$ cat src/hw/rtl/riss_pkg.sv
`timescale 1ns / 1ps
`default_nettype none
// Types and constants for the RTSP interleaved stream splitter.
// No dependencies.
package riss_pkg;

  typedef enum logic [1:0] {
    PhBoundary = 2'd0,
    PhHeader   = 2'd1,
    PhPayload  = 2'd2,
    PhRequest  = 2'd3
  } phase_e;

  typedef enum logic [1:0] {
    KindHeader  = 2'd0,
    KindPayload = 2'd1,
    KindText    = 2'd2
  } unit_kind_e;

  // Configuration register indexes
  localparam logic CfgMagic = 1'b0;
  localparam logic CfgLimit = 1'b1;

  localparam logic [7:0]  MagicReset = 8'd36;
  localparam int unsigned LimitReset = 2097152;
  localparam int unsigned LimitMin   = 4;
  localparam int          LimitW     = 22;

  localparam logic [7:0] ChCr = 8'd13;
  localparam logic [7:0] ChLf = 8'd10;

endpackage
`default_nettype wire

$ cat src/hw/rtl/rtsp_interleaved_stream_splitter.sv
`timescale 1ns / 1ps
`default_nettype none
// RTSP interleaved stream splitter: tags each byte of an RTSP-over-TCP stream.
// Depends on riss_pkg.
//
//  channel | direction | handshake                    | payload
//  --------+-----------+------------------------------+---------------------------------
//  data    | in        | data_valid_i / data_stall_o  | data_byte_i
//  out     | out       | out_valid_o / out_stall_i    | out_byte_o, unit_kind_o, ...
//  cfg     | in        | cfg_we_i                     | cfg_idx_i, cfg_wdata_i
//
// One byte per cycle sustained while the output is not stalled; a transferred byte
// passes the input register, then the result register. The splitter state is
// updated as a byte moves from the input register into the result register.
// rst_ni resets the state and the config registers and clears both valid flags.
// A stalled result holds; an empty input register still takes one more byte, then
// data_stall_o rises until the result is taken.
module rtsp_interleaved_stream_splitter #(
  parameter int unsigned REQUEST_BUFFER_BYTES = 2097152
) (
  input  wire                        clk_i,
  input  wire                        rst_ni,
  // configuration
  input  wire                        cfg_we_i,
  input  wire                        cfg_idx_i,
  input  wire [riss_pkg::LimitW-1:0] cfg_wdata_i,
  // byte input
  input  wire                        data_valid_i,
  output logic                       data_stall_o,
  input  wire [7:0]                  data_byte_i,
  // tagged byte output
  output logic                       out_valid_o,
  input  wire                        out_stall_i,
  output logic [7:0]                 out_byte_o,
  output logic [1:0]                 unit_kind_o,
  output logic [7:0]                 channel_o,
  output logic [15:0]                payload_length_o,
  output logic                       unit_first_o,
  output logic                       unit_last_o,
  output logic                       overflow_o
);
  import riss_pkg::*;

  // Request byte counter covers the whole buffer size.
  localparam int CntW = $clog2(REQUEST_BUFFER_BYTES + 1);
  // Compare width wide enough for both the register and the buffer size.
  localparam int CmpW = (CntW > LimitW) ? CntW : LimitW;
  localparam int unsigned LimRstVal =
      (LimitReset > REQUEST_BUFFER_BYTES) ? REQUEST_BUFFER_BYTES : LimitReset;
  localparam logic [CntW-1:0] LimRst = CntW'(LimRstVal);
  localparam logic [CmpW-1:0] BufMax = CmpW'(REQUEST_BUFFER_BYTES);
  localparam logic [CmpW-1:0] LimLo  = CmpW'(LimitMin);

  // Config registers; the limit is kept already clamped.
  logic [7:0]      magic_q;
  logic [CntW-1:0] limit_q;
  logic [CmpW-1:0] wdata_ext;
  logic [CntW-1:0] limit_clamped;

  assign wdata_ext = CmpW'(cfg_wdata_i);

  always_comb begin
    if (wdata_ext > BufMax) begin
      limit_clamped = CntW'(BufMax);
    end else if (wdata_ext < LimLo) begin
      limit_clamped = CntW'(LimLo);
    end else begin
      limit_clamped = CntW'(wdata_ext);
    end
  end

  always_ff @(posedge clk_i or negedge rst_ni) begin
    if (!rst_ni) begin
      magic_q <= MagicReset;
      limit_q <= LimRst;
    end else if (cfg_we_i) begin
      case (cfg_idx_i)
        CfgMagic: magic_q <= cfg_wdata_i[7:0];
        CfgLimit: limit_q <= limit_clamped;
        default:  magic_q <= magic_q;
      endcase
    end
  end

  // Input register and handshake.
  logic       in_valid_q;
  logic [7:0] in_byte_q;
  logic       advance;   // result register can load this cycle
  logic       step;

  assign advance      = !out_valid_o || !out_stall_i;
  assign step         = in_valid_q && advance;
  assign data_stall_o = in_valid_q && !advance;

  always_ff @(posedge clk_i or negedge rst_ni) begin
    if (!rst_ni) begin
      in_valid_q <= 1'b0;
    end else if (data_valid_i && !data_stall_o) begin
      in_valid_q <= 1'b1;
    end else if (advance) begin
      in_valid_q <= 1'b0;
    end
  end

  always_ff @(posedge clk_i) begin
    if (data_valid_i && !data_stall_o) begin
      in_byte_q <= data_byte_i;
    end
  end

  // Splitter state.
  phase_e          phase_q, phase_d;
  logic [1:0]      hidx_q, hidx_d;
  logic [7:0]      chan_q, chan_d;
  logic [15:0]     flen_q, flen_d;
  logic [15:0]     remain_q, remain_d;
  logic [1:0]      term_q, term_d;
  logic [CntW-1:0] rcnt_q, rcnt_d;

  // Result of the current byte.
  unit_kind_e kind_d;
  logic [7:0]  ochan_d;
  logic [15:0] oplen_d;
  logic        first_d, last_d, ovf_d;

  always_comb begin
    logic            text;
    logic            done;
    logic [1:0]      term_cur;
    logic [CntW-1:0] cnt_cur;
    logic [CntW-1:0] count;
    logic [15:0]     rem_dec;

    text     = 1'b0;
    done     = 1'b0;
    term_cur = term_q;
    cnt_cur  = rcnt_q;
    count    = '0;
    rem_dec  = remain_q - 16'd1;

    phase_d  = phase_q;
    hidx_d   = hidx_q;
    chan_d   = chan_q;
    flen_d   = flen_q;
    remain_d = remain_q;
    term_d   = term_q;
    rcnt_d   = rcnt_q;

    kind_d  = KindHeader;
    ochan_d = 8'd0;
    oplen_d = 16'd0;
    first_d = 1'b0;
    last_d  = 1'b0;
    ovf_d   = 1'b0;

    case (phase_q)
      PhBoundary: begin
        first_d = 1'b1;
        if (in_byte_q == magic_q) begin
          chan_d  = 8'd0;
          flen_d  = 16'd0;
          hidx_d  = 2'd1;
          phase_d = PhHeader;
        end else begin
          // Open a text request from a clean match and count.
          text     = 1'b1;
          term_cur = 2'd0;
          cnt_cur  = '0;
        end
      end
      PhHeader: begin
        case (hidx_q)
          2'd1:    chan_d = in_byte_q;
          2'd2:    flen_d = {in_byte_q, 8'd0};
          default: flen_d = {flen_q[15:8], in_byte_q};
        endcase
        ochan_d = chan_d;
        if (hidx_q == 2'd3 || hidx_q == 2'd0) begin
          oplen_d = flen_d;
          hidx_d  = 2'd0;
          if (flen_d == 16'd0) begin
            // Zero length frame ends on its last header byte.
            last_d  = 1'b1;
            phase_d = PhBoundary;
          end else begin
            remain_d = flen_d;
            phase_d  = PhPayload;
          end
        end else begin
          hidx_d = hidx_q + 2'd1;
        end
      end
      PhPayload: begin
        kind_d   = KindPayload;
        ochan_d  = chan_q;
        oplen_d  = flen_q;
        remain_d = rem_dec;
        if (rem_dec == 16'd0) begin
          last_d  = 1'b1;
          phase_d = PhBoundary;
        end
      end
      default: begin
        text = 1'b1;
      end
    endcase

    if (text) begin
      kind_d = KindText;
      // Track CR LF CR LF.
      if (in_byte_q == ChCr) begin
        term_d = (term_cur == 2'd2) ? 2'd3 : 2'd1;
      end else if (in_byte_q == ChLf) begin
        done   = (term_cur == 2'd3);
        term_d = (term_cur == 2'd1) ? 2'd2 : 2'd0;
      end else begin
        term_d = 2'd0;
      end
      count = cnt_cur + CntW'(1);
      if (done) begin
        last_d  = 1'b1;
        phase_d = PhBoundary;
        rcnt_d  = '0;
        term_d  = 2'd0;
      end else if (count >= limit_q) begin
        // Cut the request at the limit and flag it.
        last_d  = 1'b1;
        ovf_d   = 1'b1;
        phase_d = PhBoundary;
        rcnt_d  = '0;
        term_d  = 2'd0;
      end else begin
        rcnt_d  = count;
        phase_d = PhRequest;
      end
    end
  end

  always_ff @(posedge clk_i or negedge rst_ni) begin
    if (!rst_ni) begin
      phase_q  <= PhBoundary;
      hidx_q   <= 2'd0;
      chan_q   <= 8'd0;
      flen_q   <= 16'd0;
      remain_q <= 16'd0;
      term_q   <= 2'd0;
      rcnt_q   <= '0;
    end else if (step) begin
      phase_q  <= phase_d;
      hidx_q   <= hidx_d;
      chan_q   <= chan_d;
      flen_q   <= flen_d;
      remain_q <= remain_d;
      term_q   <= term_d;
      rcnt_q   <= rcnt_d;
    end
  end

  // Result register: load on advance, drop valid once taken.
  always_ff @(posedge clk_i or negedge rst_ni) begin
    if (!rst_ni) begin
      out_valid_o <= 1'b0;
    end else if (advance) begin
      out_valid_o <= in_valid_q;
    end
  end

  always_ff @(posedge clk_i) begin
    if (step) begin
      out_byte_o       <= in_byte_q;
      unit_kind_o      <= kind_d;
      channel_o        <= ochan_d;
      payload_length_o <= oplen_d;
      unit_first_o     <= first_d;
      unit_last_o      <= last_d;
      overflow_o       <= ovf_d;
    end
  end

endmodule
`default_nettype wire

$ cat config.mk
export PLATFORM = sky130hd
export DESIGN_NAME = rtsp_interleaved_stream_splitter
export DESIGN_NICKNAME = d
export VERILOG_FILES = /design/src/hw/rtl/riss_pkg.sv /design/src/hw/rtl/rtsp_interleaved_stream_splitter.sv
export SDC_FILE = /design/constraint.sdc
export NUM_CORES = 1
export LEC_CHECK = 0
export BUFFER_PORTS_ARGS = -buffer_cell sky130_fd_sc_hd__buf_4
export CAP_MARGIN = 10
export CORE_MARGIN = 4
export CORE_UTILIZATION = 35
export DETAILED_ROUTE_END_ITERATION = 8
export PLACE_DENSITY_LB_ADDON = 0.08
export SLEW_MARGIN = 10
export SYNTH_ARGS = -nofsm -noshare
export SYNTH_HDL_FRONTEND = slang
export SYNTH_SLANG_ARGS = --single-unit
$ cat constraint.sdc
create_clock -name clk_i -period 5.14 [get_ports clk_i]
set_input_delay 0.514 -clock clk_i [delete_from_list [all_inputs] [get_ports clk_i]]
set_output_delay 0.514 -clock clk_i [all_outputs]
set_load 0.005 [all_outputs]
### Word level (Yosys, flattened, before mapping)

Cells that the tools add are included.
W data, S select, Z words.

| cells by class | value |
|---|---|
| add/sub/neg operators | 3 |
| magnitude comparators | 3 |
| eq/ne operators | 17 |
| muxes and demuxes | 54 |
| bitwise operators | 2 |
| reductions and logical operators | 25 |

Operators with widths:

| kind | number |
|---|---|
| $mux W22 | 6 |
| $pmux W16 S2 | 4 |
| $mux W16 | 5 |
| $logic_not A16 Y1 | 2 |
| $mux W2 | 16 |
| $pmux W8 S2 | 2 |
| $add A22 B1 Y22 const B | 1 |
| $ge A22 B22 Y1 | 1 |
| $gt A22 B22 Y1 const B | 1 |
| $lt A22 B3 Y1 const B | 1 |
| $eq A8 B4 Y1 const B | 2 |
| $mux W8 | 2 |
| $sub A16 B1 Y16 const B | 1 |
| $mux W1 | 15 |
| $eq A2 B2 Y1 const B | 5 |
| $ne A3 B3 Y1 const B | 3 |
| $eq A8 B8 Y1 | 1 |
| $eq A2 B1 Y1 const B | 3 |
| $ne A2 B2 Y1 const B | 3 |
| $pmux W2 S3 | 1 |
| $reduce_and A2 Y1 | 3 |
| $reduce_bool A2 Y1 | 3 |
| $reduce_and A5 Y1 | 1 |
| $logic_not A1 Y1 | 4 |
| other kinds (11) | 18 |

| word-level totals | value |
|---|---|
| flip-flop bits (word level) | 145 |
| output and inout port bits | 39 |
| logic and storage cells | 123 |

### Logic depth before layout (Yosys ltp)

Gate-level depths: netlist of run 1.

| depth | value |
|---|---|
| depth in word-level cells | 10 |
| depth in mapped cells | 23 |

### Worst setup path after synthesis of run 1

Ideal clock, no wire load.

| path | value |
|---|---|
| path type | register to register |
| start | register in_byte_q[0] |
| end | register unit_last_o, data pin |
| setup time | 268 ps |
| arrival time | 4695 ps |
| required time | 4872 ps |
| path slack | 177 ps |
| cell stages (with the launch flop) | 23 |
| clock period less this slack | 4963 ps |
| cells stage by stage | edfxtp_1 -> clkbuf_1 -> xnor2_1 -> nand4_1 -> o21ai_1 -> clkbuf_1 -> buf_1 -> and2_1 -> ha_1 -> nand2_1 -> nor3_1 -> and2_1 -> nand4_1 -> xor2_1 -> nor2_1 -> ha_1 -> a21oi_1 -> a21boi_0 -> o311ai_0 -> o211ai_1 -> nor3_1 -> clkbuf_1 -> o21ai_0 |

| between the ends | value |
|---|---|
| longest elaborated chain between the ends | 9 |
| elaborated cells on any way between the ends | 24 |
| classes of those cells | add/sub (1); order compare (1); eq/ne (4); mux (17); reduce/logical (1) |

RTL lines:

| item | line | RTL |
|---|---|---|
| start, declared | rtsp_interleaved_stream_splitter.sv:87 | `logic [7:0] in_byte_q;` |
| start signal, assigned | rtsp_interleaved_stream_splitter.sv:107 | `in_byte_q <= data_byte_i;` |
| parallel branches: the longest is 8 deep, another holds $add A22 B1 Y22 | -- |  |
| $mux W1 (*) | rtsp_interleaved_stream_splitter.sv:208 | `if (text) begin` |
| via last_d | rtsp_interleaved_stream_splitter.sv:124 | `logic first_d, last_d, ovf_d;` |
| end signal, assigned | rtsp_interleaved_stream_splitter.sv:275 | `unit_last_o <= last_d;` |
| end, declared | rtsp_interleaved_stream_splitter.sv:39 | `output logic unit_last_o,` |

Mark *: on every way through the listed nets, which the timed path passes. The select of a mux whose other input is x is not followed.
A chain may end at the register's enable or synchronous reset.

### Worst setup path after layout of run 1

| path | value |
|---|---|
| start | register magic_q[2] |
| end | register rcnt_q[15] |

| between the ends | value |
|---|---|
| longest elaborated chain between the ends | 8 |
| elaborated cells on any way between the ends | 16 |
| classes of those cells | add/sub (1); order compare (1); eq/ne (2); mux (11); reduce/logical (1) |

RTL lines:

| item | line | RTL |
|---|---|---|
| start, declared | rtsp_interleaved_stream_splitter.sv:55 | `logic [7:0] magic_q;` |
| start signal, assigned | rtsp_interleaved_stream_splitter.sv:74 | `magic_q <= MagicReset;` |
| start signal, assigned | rtsp_interleaved_stream_splitter.sv:78 | `CfgMagic: magic_q <= cfg_wdata_i[7:0];` |
| start signal, assigned | rtsp_interleaved_stream_splitter.sv:80 | `default: magic_q <= magic_q;` |
| $eq A8 B8 Y1 (*) | rtsp_interleaved_stream_splitter.sv:159 | `if (in_byte_q == magic_q) begin` |
| parallel branches: the longest is 7 deep, another holds $add A22 B1 Y22 | -- |  |
| end signal, assigned | rtsp_interleaved_stream_splitter.sv:255 | `rcnt_q <= rcnt_d;` |
| end, declared | rtsp_interleaved_stream_splitter.sv:118 | `logic [CntW-1:0] rcnt_q, rcnt_d;` |

Every way passes the cells marked *. The select of a mux whose other input is x is not followed.

==> impl_metrics.ini, run 1 <==
[timing]
min_period_ps = 4710
max_freq_mhz = 213
rsz0062_at_grt = no
fin_tns_setup_ps = 0
post-route-period-util_pct = 91.5
tightest_slew_ps = 1070
finalMaxSlewViolations = 0
clock_skew_ps = 12.0
relSlewSlack_pct = 28.6
hold_violations = 0
fin_ws_ps = 434
report.final.setup_viol = 0

[grt]
grt_pass1_vias = 6416
grt_usage_pct = 18.2
antenna_found_initial = 0
grt-ovfl-total = 0
grt_pass1_wl_um = 35900
grt_max_degree = 75

[synthesis]
synthCells = 796
synth_edf_count = 45
postSynthAreaPerCell_um2 = 9.94
synth_top_flop_cell = dfrtp_1
ys_seq_area_share_pct = 48.8
synth_cell_type_count = 70
async_flop_share_pct = 69.0
synth_area_um2 = 7910
syn_nets = 861
ys_seq_elements = 145
yosys_warnings = 0

[power_and_ir_drop]
p_comb_share_pct = 40.4
p_seq_share_pct = 34.6
power.internal_mw = 2.96
swShare_pct = 41.3
power_density_nw_per_um2 = 537
cellLeakagePower_nw = 3.95
ir_drop_v = 0.000241
clock_power_share_pct = 25.0
power.switching_mw = 2.08

[critical_path]
endpoint_kind = flop
cp-start-kind = flop
worst_r2r_path_depth = 20
ff2ff_setup_slack_ps = 430
worst_r2r_endpoint = rcnt_q[15]$_DFFE_PN0P_
path_max_fanout = 12
crit_type = flop to flop
cp.arrival_ps = 5020
worstPathRequired_ps = 5450
r2r_start = magic_q[2]$_DFFE_PN1P_

[floorplan]
ios = 75
rows = 54
start_util_pct = 35.9
coreArea_um2 = 22000
dieArea_um2 = 25100
fp.dieW_um = 158
die_h_um = 158

[drt]
ant_nets = 0
drt_pass1_iterations = 5
drc = 0
drt_iter0_drc = 450
vias = 6558
wire_per_inst_um = 19.5
viasPerCell = 5.67
wl_um = 22500

[flow_run]
cap_violations = 0

[finish]
fin_util_pct = 42.6
drive_gt1_share_pct = 17.5
nNetsFinal = 928
final_cell_mix = 97 x dfrtp_1, 95 x buf_4, 76 x nor2_1, 64 x nand2_1, 45 x edfxtp_1
area_growth_pct = 18.7
antennaDiodeCount = 0
layout_commonest_cell = dfrtp_1
final.fill_count = 2140

[placed_design]
dp_slack_ps = 218
dp_hpwl_um = 15800
numPortBuffers = 74
gp_congestion = 0.870

[cts]
cts_max_path_buffers = 2
cts.sinks = 145
holdBufCountCts = 0
numCtsBuffers = 17
cts_htree_levels = 4
cts_tree = done
cts_root_buffer = clkbuf_16
clk_pin_slew_ps = 70
insertion_delay_ps = 430

[worst_hold_path]
hp-class = primary input to asynchronous set/reset pin

[run_status]
run_status = complete, no violations
-- timing repair --
item / in CTS / in global routing
setup endpoints to repair: 0 / 17
buffers inserted: 0 / 1
gates resized for setup: 0 / 3
endpoints found under the hold margin: 0 / 0
-- final cells by class --
type                            instances  area (µm²)  share of cell area, %
Clock buffer                           17         425                   4.53
Inverter                               37         139                   1.48
Multi-Input combinational cell        567        3740                   39.9
Clock inverter                         15         161                   1.72
Timing Repair Buffer                   95         713                   7.60
Sequential cell                       145        3860                   41.1
Tap cell                              280         350                   3.73
-- kinds of logic (layout without fill, tap and decap cells) --
family	after synthesis	after routing	share of synthesized area [%]
AOI/OAI and AO/OA	219	219	19.6
xor gates and xnor gates	31	31	3.43
adders and majority gates	29	29	4.59
buffers and inverters	84	164	4.11
DFF	145	145	48.8
muxes	12	12	1.68
and+or+nand+nor	276	276	17.8
-- worst max-delay path, cell delays in order, from the launching register on --
cell      delay [ps]
dfstp_2          540
xnor2_1          110
nand4_1          240
o21ai_2          260
and2_1           180
ha_1             220
nand2_1           90
nor3_2           260
and2_1           250
nand4_1          130
xor2_1           170
nor2_1            70
ha_1             310
nand4_1          150
nor4bb_1         380
o311ai_1         180
o211ai_1         310
nor3_1            90
buf_4            190
a31o_2           250
a22o_1           220
-- routing by layer --
metal / vias up / share of wire [%] / GRT usage (%)
met5: - / 0 / 0
met4: 0 / 1.4 / 4.83
met3: 23 / 6.1 / 3.56
met2: 250 / 43 / 26.4
met1: 3217 / 50 / 27.9
li1: 3068 / - / -
-- flip-flops by register name, indices dropped and copies added, names as in the netlist --
register / cells
hidx_q: 2
magic_q: 8
in_byte_q: 8
limit_q: 22
phase_q: 2
unit_first_o: 1
out_valid_o: 1
chan_q: 8
channel_o: 8
term_q: 2
flen_q: 16
rcnt_q: 22
in_valid_q: 1
payload_length_o: 16
unit_kind_o: 2
overflow_o: 1
out_byte_o: 8
unit_last_o: 1
remain_q: 16
-- per-stage QoR --
stage	power (mW)	std cells	hold WS [ps]	cell area, µm²
2_1_floorplan	3.15	796	218	7910
3_3_place_gp	3.74	1123	478	8780
3_5_place_dp	3.78	1123	492	8780
4_1_cts	5.05	1155	246	9370
5_1_grt	5.39	1156	245	9390
6_report	5.05	1156	244	9390
-- how the worst max path moves through the flow --
stage          slack [ps]  cells after the start              startpoint                     end
2_1_floorplan         180                     22  in_byte_q[0]$_DFFE_PP_   unit_last_o$_DFFE_PP_
3_3_place_gp          340                     20  magic_q[2]$_DFFE_PN1P_  rcnt_q[15]$_DFFE_PN0P_
3_5_place_dp          220                     20  magic_q[2]$_DFFE_PN1P_  rcnt_q[15]$_DFFE_PN0P_
4_1_cts               200                     20  magic_q[2]$_DFFE_PN1P_  rcnt_q[15]$_DFFE_PN0P_
5_1_grt                50                     20  magic_q[2]$_DFFE_PN1P_  rcnt_q[15]$_DFFE_PN0P_
6_report              430                     20  magic_q[2]$_DFFE_PN1P_  rcnt_q[15]$_DFFE_PN0P_
-- power groups by stage --
stage | Combinational (mW) | Sequential (mW) | Clock, mW
6_report | 2.04 | 1.74 | 1.26
5_1_grt | 2.26 | 1.79 | 1.34
3_5_place_dp | 2.02 | 1.76 | 0
4_1_cts | 2.02 | 1.74 | 1.29
3_3_place_gp | 1.99 | 1.75 | 0
2_1_floorplan | 1.47 | 1.68 | 0
-- synthesized netlist by cell type (all sizes together), types with 11 or more instances --
| cell | n | area share (%) |
|---|---|---|
| xnor2 | 17 | 1.9 |
| nand2 | 64 | 3.0 |
| nor2 | 76 | 3.6 |
| nor2b | 13 | 1.0 |
| nor3 | 11 | 0.76 |
| a21oi | 30 | 1.9 |
| inv | 36 | 1.7 |
| and2 | 20 | 1.6 |
| xor2 | 14 | 1.5 |
| edfxtp | 45 | 17 |
| nand3 | 23 | 1.5 |
| clkbuf | 37 | 1.8 |
| dfrtp | 97 | 31 |
| nor4 | 12 | 1.1 |
| a22o | 37 | 4.1 |
| o21ai | 54 | 3.4 |
| ha | 29 | 4.6 |
| a31oi | 13 | 1.0 |
| nand4 | 13 | 1.0 |
| a22oi | 18 | 1.7 |
No activity file was read; power rests on OpenSTA's default activity.
==> run 2, diff against run 1 <==
--- a/config.mk
+++ b/config.mk
@@ -10,7 +10,6 @@
 export CORE_MARGIN = 4
 export CORE_UTILIZATION = 35
 export DETAILED_ROUTE_END_ITERATION = 8
-export PLACE_DENSITY_LB_ADDON = 0.08
 export SLEW_MARGIN = 10
 export SYNTH_ARGS = -nofsm -noshare
 export SYNTH_HDL_FRONTEND = slang
==> run 2 against run 1 <==
  * Global-route usage down 1.0 points
  * Combinational power down 2%
  * Core utilization up 0.19 points
  * Sequential share of layout area down 0.18 points
  * Largest power group unchanged
  * Highest routed layer unchanged
==> impl_metrics.ini, run 2 (synthesis results as in run 1) <==
[run_status]
run_status = complete, no violations

[critical_path]
cp.arrival_ps = 5110
ff2ff_setup_slack_ps = 330
worst_r2r_path_depth = 20
endpoint_kind = flop
crit_buf_inv = 1
path_max_fanout = 5
worstPathRequired_ps = 5450
critPathMostFrequentCell = nand4_1
crit_chain = xnor2_1 > nand4_1 > o21ai_1 > and2_1 > ha_1 > nand2_1 > nor3_2 > and2_1 > nand4_1 > xor2_1 > nor2_1 > ha_1 > nand4_1 > nor4bb_2 > o311ai_1 > o211ai_1 > nor3_1 > buf_4 > a31o_2 > a22o_1
cp-start-kind = flop
cp_slowest_cell = dfstp_2
r2r_start = magic_q[2]$_DFFE_PN1P_
crit_type = flop to flop
worst_path_dominant_cell_family = simple AND/OR/NAND/NOR gates
slowest_delay_ps = 550
worst_r2r_endpoint = rcnt_q[15]$_DFFE_PN0P_

[timing]
min_period_ps = 4810
hold_violations = 0
holdWs_ps = 180
fin_tns_setup_ps = 0
relSlewSlack_pct = 30.2
tightest_slew_ps = 1050
clock_skew_ps = 8.76
fin_ws_ps = 332
post-route-period-util_pct = 93.5
finalMaxSlewViolations = 0
report.final.setup_viol = 0
max_freq_mhz = 208

[finish]
nNetsFinal = 927
final_cell_mix = 97 x dfrtp_1, 94 x buf_4, 76 x nor2_1, 64 x nand2_1, 45 x edfxtp_1
fin_util_pct = 42.8
area_growth_pct = 19.2
final.fill_count = 2124
finalNonFillerCells = 1155
antennaDiodeCount = 0
drive_gt1_share_pct = 17.1
reg_top3 = limit_q: 22 flops, rcnt_q: 22 flops
layout_commonest_cell = dfrtp_1

[cts]
insertion_delay_ps = 420
cts_max_path_buffers = 2
cts_tree = done
cts_root_buffer = clkbuf_16
clk_pin_slew_ps = 60
numCtsBuffers = 17
cts.sinks = 145
holdBufCountCts = 0
cts_htree_levels = 4

[drt]
drc = 0
drt_pass1_iterations = 5
viasPerCell = 5.49
wl_met3_um = 1210
wire_per_inst_um = 18.2
vias = 6342
met2_length_um = 9240
ant_nets = 0
drt_iter0_drc = 491
wl_um = 21100
met1_length_um = 10400
top_layer_used = met4

[power_and_ir_drop]
ir_drop_v = 0.000308
cellLeakagePower_nw = 3.96
power_density_nw_per_um2 = 540

[floorplan]
coreArea_um2 = 22000
dieArea_um2 = 25100
fp.dieW_um = 158
rows = 54
ios = 75
start_util_pct = 35.9
die_h_um = 158

[grt]
grt_pass1_wl_um = 33900
grt-ovfl-total = 0
grt_max_degree = 66
grt_usage_pct = 17.2
antenna_found_initial = 0
grt_pass1_vias = 6181

[placed_design]
dp.cells = 1123
numPortBuffers = 74
dp_hpwl_um = 14500
dp_slack_ps = 203
gp_congestion = 0.824

[worst_hold_path]
hp-class = primary input to asynchronous set/reset pin

[flow_run]
cap_violations = 0
[run 2: cell types whose count changed in the layout (fill, tap and decap cells not counted), moves of 2 or more]
cell,previous run,this run
bufinv_16,1,4
clkinv_4,1,3
inv_8,5,2
inv_6,7,3
[run 2: worst max-delay path by stage]
stage	end	start	slack, ps	cells past startpoint
after floorplan	unit_last_o$_DFFE_PP_	in_byte_q[0]$_DFFE_PP_	180	22
after CTS	rcnt_q[15]$_DFFE_PN0P_	magic_q[2]$_DFFE_PN1P_	140	20
after detailed placement	rcnt_q[15]$_DFFE_PN0P_	magic_q[2]$_DFFE_PN1P_	200	20
after global routing	rcnt_q[15]$_DFFE_PN0P_	magic_q[2]$_DFFE_PN1P_	-50	20
after global placement	rcnt_q[15]$_DFFE_PN0P_	magic_q[2]$_DFFE_PN1P_	390	20
final	rcnt_q[15]$_DFFE_PN0P_	magic_q[2]$_DFFE_PN1P_	330	20
[run 2: cell type report]
class | instances | area [µm²] | share of cell area (%)
flip-flops and latches | 145 | 3860 | 40.9
multi-input cells | 567 | 3740 | 39.7
repair buffers | 94 | 706 | 7.48
clock buffers | 18 | 429 | 4.55
well taps | 280 | 350 | 3.72
clock inverters | 14 | 204 | 2.16
inverters | 37 | 139 | 1.47
[run 2: what timing repair did]
action | in CTS | in global routing
setup endpoints to repair | 0 | 18
endpoints found under the hold margin | 0 | 0
setup buffers | 0 | 0
resized for setup | 0 | 3
[run 2: worst register-to-register path, delay by kind of cell (launching register included)]
family | cells | cell delay (ps)
simple gates | 10 | 1890
compound gates | 5 | 1210
fa+ha+maj | 2 | 600
flops | 1 | 550
xor+xnor | 2 | 270
buf+inv | 1 | 170
[run 2: power breakdown]
group	switching, mW	internal [mW]
Sequential	0.251	1.50
Combinational	1.23	0.767
Clock	0.522	0.824
Total	2.01	3.09
[run 2: stage by stage]
step / total power [mW] / area (µm²)
after CTS: 5.11 / 9420
after detailed placement: 3.74 / 8780
final: 5.09 / 9430
after global routing: 5.44 / 9430
after floorplan: 3.15 / 7910
after global placement: 3.72 / 8780
[run 2: per-layer routing]
layer | up-vias | GRT usage (%)
met4 | 0 | 4.67
met5 | - | 0
met3 | 19 | 3.23
met1 | 3063 | 25.6
met2 | 188 | 25.8
li1 | 3072 | -
==> run 3, diff against run 2 <==
--- a/config.mk
+++ b/config.mk
@@ -7,9 +7,9 @@
 export LEC_CHECK = 0
 export BUFFER_PORTS_ARGS = -buffer_cell sky130_fd_sc_hd__buf_4
 export CAP_MARGIN = 10
-export CORE_MARGIN = 4
-export CORE_UTILIZATION = 35
+export CORE_UTILIZATION = 54
 export DETAILED_ROUTE_END_ITERATION = 8
+export PLACE_DENSITY = 0.77
 export SLEW_MARGIN = 10
 export SYNTH_ARGS = -nofsm -noshare
 export SYNTH_HDL_FRONTEND = slang
==> constraint.sdc (replaced) <==
create_clock -name clk_i -period 5.14 [get_ports clk_i]
set_input_delay 0.771 -clock clk_i [delete_from_list [all_inputs] [get_ports clk_i]]
set_output_delay 0.771 -clock clk_i [all_outputs]
set_load 0.005 [all_outputs]
==> run 3 against run 2 <==
  * Setup slack better by 17 ps
  * Flip-flop and latch count unchanged
  * First-iteration DRC count up 30%
  * Critical path type unchanged
  * Largest cell class unchanged
==> impl_metrics.ini, run 3 (synthesis results as in run 1) <==
[timing]
fin_tns_setup_ps = 0
min_period_ps = 4790
clock_skew_ps = 10.2
fin_ws_ps = 349
hold_violations = 0
holdWs_ps = 342
relSlewSlack_pct = 36.0
finalMaxSlewViolations = 0
report.final.setup_viol = 0
max_freq_mhz = 209
post-route-period-util_pct = 93.2
tightest_slew_ps = 960
rsz0062_at_grt = no

[critical_path]
worst_r2r_endpoint = rcnt_q[15]$_DFFE_PN0P_
worst_path_dominant_cell_family = simple AND/OR/NAND/NOR gates
ff2ff_setup_slack_ps = 350
endpoint_kind = flop
worst_r2r_path_depth = 20
worst-path-stages = 20
worstPathRequired_ps = 5450
path_max_fanout = 12
r2r_start = magic_q[2]$_DFFE_PN1P_
critPathMostFrequentCell = nand4_1
slowest_delay_ps = 540
cp-start-kind = flop
cp_slowest_cell = dfstp_2
crit_type = flop to flop
crit_buf_inv = 1
cp.arrival_ps = 5100
crit_chain = xnor2_1 > nand4_1 > o21ai_2 > and2_1 > ha_1 > nand2_1 > nor3_2 > and2_1 > nand4_1 > xor2_1 > nor2_1 > ha_1 > nand4_1 > nor4bb_2 > o311ai_0 > o211ai_1 > nor3_1 > buf_4 > a31o_2 > a22o_1

[run_status]
run_status = complete, no violations

[power_and_ir_drop]
cellLeakagePower_nw = 3.94
ir_drop_v = 0.000272
power_density_nw_per_um2 = 547

[drt]
vias = 6677
drt_iter0_drc = 638
drc = 0
ant_nets = 0
wl_um = 20500
viasPerCell = 6.33
drt_pass1_iterations = 6
wire_per_inst_um = 19.5

[finish]
fin_util_pct = 65.9
final_cell_mix = 97 x dfrtp_1, 93 x buf_4, 76 x nor2_1, 63 x nand2_1, 45 x edfxtp_1
stdcell_area_um2 = 9290
area_growth_pct = 17.4
reg_top3 = limit_q: 22 flops, rcnt_q: 22 flops
final.fill_count = 1080
nNetsFinal = 926
drive_gt1_share_pct = 17.3
layout_commonest_cell = dfrtp_1
antennaDiodeCount = 0

[grt]
grt_pass1_vias = 6252
antenna_found_initial = 0
grt-ovfl-total = 0
grt_pass1_wl_um = 32900
grt_usage_pct = 28.6
grt_max_degree = 58

[floorplan]
start_util_pct = 56.1
die_h_um = 123
rows = 43
coreArea_um2 = 14100
fp.dieW_um = 123
dieArea_um2 = 15100
ios = 75

[placed_design]
dp_slack_ps = 185
numPortBuffers = 74
place_area_um2 = 8650
dp_hpwl_um = 14000
gp_congestion = 0.941

[flow_run]
cap_violations = 0

[cts]
cts_max_path_buffers = 2
cts_htree_levels = 4
insertion_delay_ps = 430
cts_tree = done
cts.sinks = 145
cts_root_buffer = clkbuf_16
numCtsBuffers = 17
post-cts-setup-buffers = 0
clk_pin_slew_ps = 60

[worst_hold_path]
hp-class = primary input to asynchronous set/reset pin
[run 3: worst max-delay path by stage]
stage                     slack (ps)                    from                     end
after global placement           430  magic_q[2]$_DFFE_PN1P_  rcnt_q[21]$_DFFE_PN0P_
after floorplan                  180  in_byte_q[0]$_DFFE_PP_   unit_last_o$_DFFE_PP_
after detailed placement         190  magic_q[2]$_DFFE_PN1P_  rcnt_q[21]$_DFFE_PN0P_
after CTS                        170  magic_q[2]$_DFFE_PN1P_  rcnt_q[21]$_DFFE_PN0P_
final                            350  magic_q[2]$_DFFE_PN1P_  rcnt_q[15]$_DFFE_PN0P_
after global routing              20  magic_q[2]$_DFFE_PN1P_  rcnt_q[15]$_DFFE_PN0P_
[run 3: cell type report]
| class | instances | area, µm² | share of cell area, % |
|---|---|---|---|
| multi-input combinational | 567 | 3750 | 40.4 |
| clock inverter | 13 | 185 | 1.99 |
| timing repair buffer | 93 | 698 | 7.52 |
| clock buffer | 19 | 433 | 4.66 |
| tap | 180 | 225 | 2.42 |
| sequential | 145 | 3860 | 41.5 |
| inverter | 37 | 139 | 1.50 |
[run 3: power breakdown]
part           switching (mW)  internal (mW)  leakage [nW]
clock network           0.486          0.812         0.297
logic                    1.26          0.768          1.93
registers               0.264           1.50          1.72
[run 3: stage by stage]
step	cells	power [mW]
floorplan	796	3.15
global placement	1022	3.62
detailed placement	1022	3.72
CTS	1054	5.03
global route	1054	5.34
finish	1054	5.08
[run 3: layer usage]
layer  vias to the layer above  wire [µm]  track usage [%]
li1                       3064          -                -
met1                      3218       9160             41.3
met2                       355       9160             43.0
met3                        40       1770             6.04
met4                         0        414             9.56
met5                         -          0                0
[run 3: timing repair]
action | CTS | global route
hold buffers | 0 | 0
resized for setup | 0 | 4
endpoints found under the setup margin | 0 | 23
hold endpoints to repair | 0 | 0
